==> config.mk <==
export PLATFORM = sky130hd
export DESIGN_NAME = bnf_iou_pipe
export DESIGN_NICKNAME = d
export VERILOG_FILES = /design/src/rtl/bnf_pkg.sv /design/src/rtl/bnf_iou_pipe.sv
export SDC_FILE = /design/constraint.sdc
export NUM_CORES = 2
export LEC_CHECK = 0
export BUFFER_PORTS_ARGS = -buffer_cell sky130_fd_sc_hd__buf_2
export CAP_MARGIN = 25
export CORE_AREA = 2 2 382 309
export DETAILED_ROUTE_END_ITERATION = 16
export DIE_AREA = 0 0 384 311
export PLACE_DENSITY = 0.78
export SYNTH_ARGS = -nofsm -noshare
export SYNTH_HDL_FRONTEND = slang
export SYNTH_SLANG_ARGS = --single-unit
==> constraint.sdc <==
create_clock -name clk -period 13.3 [get_ports clk]
set_input_delay 1.995 -clock clk [delete_from_list [all_inputs] [get_ports clk]]
set_output_delay 1.995 -clock clk [all_outputs]
set_load 0.02 [all_outputs]
==> src/rtl/bnf_pkg.sv <==
// bnf_pkg: shared types and constants of the box iou nms filter
// used by the interfaces, the iou compare pipeline and the top level
// no dependencies

package bnf_pkg;

	// coordinate width of one box edge, signed q12.4
	localparam int COORD_W = 16;

	// one pixel in q12.4, added to every inclusive extent
	localparam int ONE_PIXEL = 16;

	// threshold width and its value after reset (0.5 in q0.16)
	localparam int THR_W = 16;
	localparam logic [THR_W-1:0] THR_RESET = 16'h8000;

	// output field widths
	localparam int INDEX_W = 12;
	localparam int COUNT_W = 9;

	// one stored box, x1 in the low bits
	typedef struct packed {
		logic signed [COORD_W-1:0] y2;
		logic signed [COORD_W-1:0] x2;
		logic signed [COORD_W-1:0] y1;
		logic signed [COORD_W-1:0] x1;
	} box_t;

	localparam int BOX_W = $bits(box_t);

	// one finished pair comparison from the iou pipeline
	typedef struct packed {
		logic valid;
		logic suppress;
	} cmp_res_t;

endpackage

==> src/rtl/bnf_iou_pipe.sv <==
// bnf_iou_pipe: pipelined overlap test of the current box against one stored box a cycle
// depends on bnf_pkg for box_t and cmp_res_t

module bnf_iou_pipe (
	input  logic                          clk,
	input  logic                          arst_n,
	input  bnf_pkg::box_t                 cur,
	input  logic [bnf_pkg::THR_W-1:0]     thr,
	input  logic                          rd_en,
	input  bnf_pkg::box_t                 other,
	output bnf_pkg::cmp_res_t             res
);

	// stage 0 marks the cycle in which ram data is valid
	logic v_s0, v_s1, v_s2, v_s3, v_s4;

	logic signed [17:0] hi_x, lo_x, hi_y, lo_y, dw, dh;
	logic [16:0]        w_s1, h_s1;
	logic signed [17:0] ewb_s1, ehb_s1, ewa_s1, eha_s1;
	logic [33:0]        inter_s2, inter_s3, inter_s4;
	logic signed [35:0] sb_s2, sa_s2;
	logic signed [36:0] uni_s3;
	logic               pos_s4;
	logic [49:0]        prod_s4;

	// intersection edges, sign extended to leave room for the pixel add
	always_comb begin
		hi_x = (cur.x2 < other.x2) ? 18'(cur.x2) : 18'(other.x2);
		lo_x = (cur.x1 > other.x1) ? 18'(cur.x1) : 18'(other.x1);
		hi_y = (cur.y2 < other.y2) ? 18'(cur.y2) : 18'(other.y2);
		lo_y = (cur.y1 > other.y1) ? 18'(cur.y1) : 18'(other.y1);
		dw   = hi_x - lo_x + 18'(bnf_pkg::ONE_PIXEL);
		dh   = hi_y - lo_y + 18'(bnf_pkg::ONE_PIXEL);
	end

	// valid chain
	always_ff @(posedge clk or negedge arst_n) begin
		if (!arst_n) begin
			v_s0 <= 1'b0;
			v_s1 <= 1'b0;
			v_s2 <= 1'b0;
			v_s3 <= 1'b0;
			v_s4 <= 1'b0;
		end else begin
			v_s0 <= rd_en;
			v_s1 <= v_s0;
			v_s2 <= v_s1;
			v_s3 <= v_s2;
			v_s4 <= v_s3;
		end
	end

	// stage 1: clamped intersection extents and box extents
	always_ff @(posedge clk) begin
		w_s1   <= dw[17] ? '0 : dw[16:0];
		h_s1   <= dh[17] ? '0 : dh[16:0];
		ewb_s1 <= 18'(other.x2) - 18'(other.x1) + 18'(bnf_pkg::ONE_PIXEL);
		ehb_s1 <= 18'(other.y2) - 18'(other.y1) + 18'(bnf_pkg::ONE_PIXEL);
		ewa_s1 <= 18'(cur.x2) - 18'(cur.x1) + 18'(bnf_pkg::ONE_PIXEL);
		eha_s1 <= 18'(cur.y2) - 18'(cur.y1) + 18'(bnf_pkg::ONE_PIXEL);
	end

	// stage 2: intersection and box areas
	always_ff @(posedge clk) begin
		inter_s2 <= w_s1 * h_s1;
		sb_s2    <= ewb_s1 * ehb_s1;
		sa_s2    <= ewa_s1 * eha_s1;
	end

	// stage 3: union
	always_ff @(posedge clk) begin
		uni_s3   <= 37'(sa_s2) + 37'(sb_s2) - $signed({3'b000, inter_s2});
		inter_s3 <= inter_s2;
	end

	// stage 4: threshold times union, positive union stays below 2^34
	always_ff @(posedge clk) begin
		pos_s4   <= !uni_s3[36] && (uni_s3 != '0);
		prod_s4  <= thr * uni_s3[33:0];
		inter_s4 <= inter_s3;
	end

	// final compare, inter * 65536 against thr * union
	always_comb begin
		res.valid    = v_s4;
		res.suppress = pos_s4 && ({inter_s4, 16'h0000} > prod_s4);
	end

endmodule

==> impl_metrics.prom <==
# TYPE chip_impl_metric gauge
chip_impl_info{name="run_status",value="finished, final reports clean"} 1
chip_impl_metric{name="post_synth_and_or_nand_nor_area_fraction",unit="%"} 14.0
chip_impl_metric{name="cts-htree-levels",unit=""} 2
chip_impl_info{name="synthDominantAreaCellType",value="fa_1"} 1
chip_impl_metric{name="fin_nets",unit=""} 9772
chip_impl_metric{name="synth_async_sr_flop_share",unit="%"} 1.34
chip_impl_metric{name="syn_area_per_cell",unit="sq um"} 9.12
chip_impl_metric{name="route.detailed.vias_per_inst",unit=""} 5.57
chip_impl_metric{name="ys_ff_latch",unit=""} 373
chip_impl_info{name="main_combinational_cell_family_by_area_after_synthesis",value="adder cells"} 1
chip_impl_metric{name="register_area",unit="sq mm"} 0.00749
chip_impl_metric{name="die_outline_height",unit="microns"} 311
chip_impl_info{name="worst_path_most_repeated_cell",value="fa_1"} 1
chip_impl_info{name="rr_startpoint",value="eha_s1[0]$_DFF_P_"} 1
chip_impl_metric{name="path_clk_slew",unit="ns"} 0.06
chip_impl_metric{name="total_congestion_overflow",unit=""} 0
chip_impl_metric{name="reg2reg_setup_slack",unit="ns"} 4.99
chip_impl_info{name="hold_path.class",value="reg -> reg"} 1
chip_impl_metric{name="worstRegToRegCells",unit=""} 21
chip_impl_metric{name="cts_setup_buffers",unit=""} 0
chip_impl_metric{name="worst_slew_pin_slew",unit="ns"} 1.13
chip_impl_info{name="synth_area_leaders",value="fa_1 40%, ha_1 13%, dfxtp_1 11%, inv_1 9.7%, nand2_1 5.5%"} 1
chip_impl_metric{name="die_x",unit="microns"} 384
chip_impl_metric{name="netlist_instances",unit=""} 7561
chip_impl_info{name="timing.setup.critical_path_class",value="in -> reg"} 1
chip_impl_metric{name="routed-wl-met2",unit="mm"} 77.0
chip_impl_metric{name="final-max-slew-violation-count",unit=""} 0
chip_impl_metric{name="synth_edf_count",unit=""} 0
chip_impl_metric{name="number_of_buffers_added_by_the_clock_tree_synthesis_step",unit=""} 43
chip_impl_metric{name="grt_usage",unit="%"} 29.8
chip_impl_metric{name="final.min_clock_period",unit="ns"} 8.84
chip_impl_metric{name="antenna_found_initial",unit=""} 11
chip_impl_metric{name="num-fill-cells",unit=""} 9398
chip_impl_info{name="synthMostInstantiatedCell",value="inv_1"} 1
chip_impl_metric{name="drt-wirelength-per-cell",unit="microns"} 18.9
chip_impl_metric{name="timing.final.crit_share",unit="%"} 66.5
chip_impl_metric{name="syn-num-nets",unit=""} 9819
chip_impl_metric{name="first_iter_violations",unit=""} 3614
chip_impl_metric{name="clock_latency",unit="ns"} 0.62
chip_impl_info{name="crit_path_start_kind",value="input port"} 1
chip_impl_metric{name="synth_compound_gate_area_share",unit="%"} 6.48
chip_impl_info{name="rsz_0062_raised_after_global_routing",value="false"} 1
chip_impl_metric{name="max_stage_delay",unit="ns"} 0.62
chip_impl_metric{name="grt_first_pass_wirelength",unit="mm"} 283
chip_impl_metric{name="synthMuxAreaShare",unit="%"} 1.06
chip_impl_metric{name="synth.cell_area",unit="sq mm"} 0.0689
chip_impl_metric{name="clock_sinks",unit=""} 373
chip_impl_metric{name="placement_rows",unit=""} 112
chip_impl_metric{name="timing.hold.worst_path_depth",unit=""} 0
chip_impl_info{name="synth_top_cells_by_count",value="1789 x inv_1, 1368 x fa_1, 1004 x nand2_1"} 1
chip_impl_info{name="hp-start",value="inter_s3[5]$_DFF_P_"} 1
chip_impl_info{name="worst_reg2reg_endpoint",value="sa_s2[35]$_DFF_P_"} 1
chip_impl_metric{name="multi_input_comb_area",unit="sq mm"} 0.0537
chip_impl_metric{name="route.met3.wl",unit="mm"} 16.6
chip_impl_metric{name="final.setup_skew",unit="ns"} 0.0453
chip_impl_metric{name="worstPathArrival",unit="ns"} 9.36
chip_impl_metric{name="synth.lib_cells_used.distinct",unit=""} 80
chip_impl_metric{name="finish.utilization",unit="%"} 62.6
chip_impl_metric{name="setup_viol_count_final",unit=""} 0
chip_impl_metric{name="place_inst",unit=""} 9004
chip_impl_metric{name="synth_sequential_area_ratio",unit="%"} 10.9
chip_impl_metric{name="synth_top_area_share",unit="%"} 39.7
chip_impl_metric{name="required_time_of_the_worst_setup_path",unit="ns"} 13.82
chip_impl_metric{name="routabilityCongestion",unit=""} 0.959
chip_impl_metric{name="post_layout_nonfiller_instances",unit=""} 9090
chip_impl_metric{name="dpl.hpwl",unit="mm"} 139
chip_impl_metric{name="io_buffer_count",unit=""} 148
chip_impl_metric{name="ys.warnings.count",unit=""} 0
chip_impl_metric{name="drtPass1Iterations",unit=""} 5
chip_impl_info{name="worstHoldEndpoint",value="inter_s4[5]$_DFF_P_"} 1
chip_impl_info{name="critical_path_cell_by_cell",value="buf_2 > nand2_1 > fa_1 > fa_1 > inv_1 > fa_1 > fa_1 > fa_1 > inv_1 > fa_1 > inv_1 > ha_1 > a2111oi_0 > o21ai_0 > a2111oi_0 > nor3_1 > o21ai_0 > a31oi_1 > a221oi_1 > o21bai_1 > a21oi_1 > xnor2_1"} 1
chip_impl_info{name="setup.worst_path.end_class",value="flip-flop"} 1
chip_impl_metric{name="drc",unit=""} 0
chip_impl_metric{name="totalNegativeSetupSlack",unit="ns"} 0
chip_impl_metric{name="max_clock_freq",unit="MHz"} 113
chip_impl_metric{name="max_slew_margin",unit="%"} 24.5
chip_impl_metric{name="post_synth_fa_ha_maj_area_fraction",unit="%"} 53.2
chip_impl_metric{name="fp.coreArea",unit="sq mm"} 0.116
chip_impl_metric{name="layout_cells_sized_above_1",unit="%"} 3.96
chip_impl_info{name="cts_tree",value="done"} 1
chip_impl_metric{name="routed-via-count",unit=""} 50586
chip_impl_metric{name="hold_vio_cnt_final",unit=""} 0
chip_impl_metric{name="ctsHoldBuffers",unit=""} 0
chip_impl_metric{name="wl_met1",unit="mm"} 71.8
chip_impl_info{name="slowest_stage",value="buf_2"} 1
chip_impl_metric{name="floorplan.initialDensity",unit="%"} 59.6
chip_impl_info{name="cts_root_buffer",value="clkbuf_16"} 1
chip_impl_metric{name="max-clock-path-buffers",unit=""} 3
chip_impl_info{name="primary_ff_master_synth",value="dfxtp_1"} 1
chip_impl_metric{name="timing.critical_path.fanout_max",unit=""} 34
chip_impl_metric{name="detail_route.wirelength",unit="mm"} 172
chip_impl_metric{name="post_drt_antenna_nets",unit=""} 0
chip_impl_metric{name="number_of_global_route_vias_before_repair",unit=""} 54145
chip_impl_metric{name="io_pins",unit=""} 149
chip_impl_metric{name="xor_xnor_cell_area_share_of_the_yosys_netlist",unit="%"} 3.15
chip_impl_metric{name="largest_net_degree_at_the_start_of_global_routing",unit=""} 35
chip_impl_metric{name="drv.max_cap_violation_count",unit=""} 0
chip_impl_metric{name="post_cts_resize_count",unit=""} 0
chip_impl_metric{name="area_growth_syn_to_layout",unit="%"} 5.02
chip_impl_metric{name="design.die.area",unit="sq mm"} 0.119
chip_impl_metric{name="hold_ws",unit="ns"} 0.326
chip_impl_info{name="highest-signal-layer",value="met4"} 1
[worst max-delay path: cells and delay by family]
kind            cells  cell delay, ns
simple gates        2            0.52
fa+ha+maj           7            3.40
xor+xnor            1            0.13
buf+inv             4            0.76
compound gates      8            2.51
[metrics by stage]
stage | area, sq um | worst slack, ns
after global routing | 72400 | 4.05
after floorplan | 68900 | 5.29
after detailed placement | 70700 | 3.98
after CTS | 72300 | 4.57
final | 72400 | 4.46
after global placement | 70700 | 4.09
[cell usage in the layout (no fill, tap or decap), types with 47 or more instances in the layout]
| cell | n |
|---|---|
| inv_1 | 1789 |
| fa_1 | 1368 |
| nand2_1 | 1004 |
| ha_1 | 743 |
| and2_1 | 554 |
| dfxtp_1 | 368 |
| a21oi_1 | 197 |
| xnor2_1 | 188 |
| nor2_1 | 184 |
| buf_2 | 148 |
| a21o_1 | 120 |
| o21ai_0 | 109 |
| xor2_1 | 60 |
| nand3_1 | 59 |
| nor3_1 | 47 |
[sequential cells by signal (all words and copies together) (netlist names), 18 cells and up]
name	cells
eha_s1	18
ehb_s1	18
ewa_s1	18
ewb_s1	18
inter_s2	34
inter_s3	34
inter_s4	34
prod_s4	50
sa_s2	36
sb_s2	36
uni_s3	37
[layout make-up]
class | count | share of cell area (%)
well taps | 1539 | 2.66
clock buffers | 47 | 1.54
inverters | 1789 | 9.28
flip-flops and latches | 373 | 10.4
clock inverters | 30 | 0.583
multi-input cells | 5137 | 74.2
repair buffers | 170 | 1.33
diodes | 5 | 0.0173
[metal layers]
layer | GRT usage [%] | vias up
li1 | - | 22662
met1 | 41.8 | 25230
met2 | 46.4 | 2320
met3 | 5.84 | 374
met4 | 10.1 | 0
met5 | 0 | -
[how the worst max path moves through the flow]
stage / start / endpoint / cells past startpoint
floorplan: thr[1] / prod_s4[43]$_DFF_P_ / 22
global placement: thr[1] / prod_s4[48]$_DFF_P_ / 22
detailed placement: thr[1] / prod_s4[43]$_DFF_P_ / 22
CTS: thr[1] / prod_s4[43]$_DFF_P_ / 22
global route: thr[1] / prod_s4[43]$_DFF_P_ / 22
finish: thr[1] / prod_s4[43]$_DFF_P_ / 22
[cell families (layout without fill, tap and decap cells)]
kind of cell	after synthesis	in the layout
buffers and inverters	2051	2036
AOI/OAI and AO/OA	673	673
xor gates and xnor gates	248	248
other	0	5
adders and majority gates	2111	2111
muxes	69	69
DFF	373	373
and+or+nand+nor	2036	2036
Power is left out: the tool's default activity adds up to more than one toggle a clock period on the data nets, which glitch-free logic cannot reach.
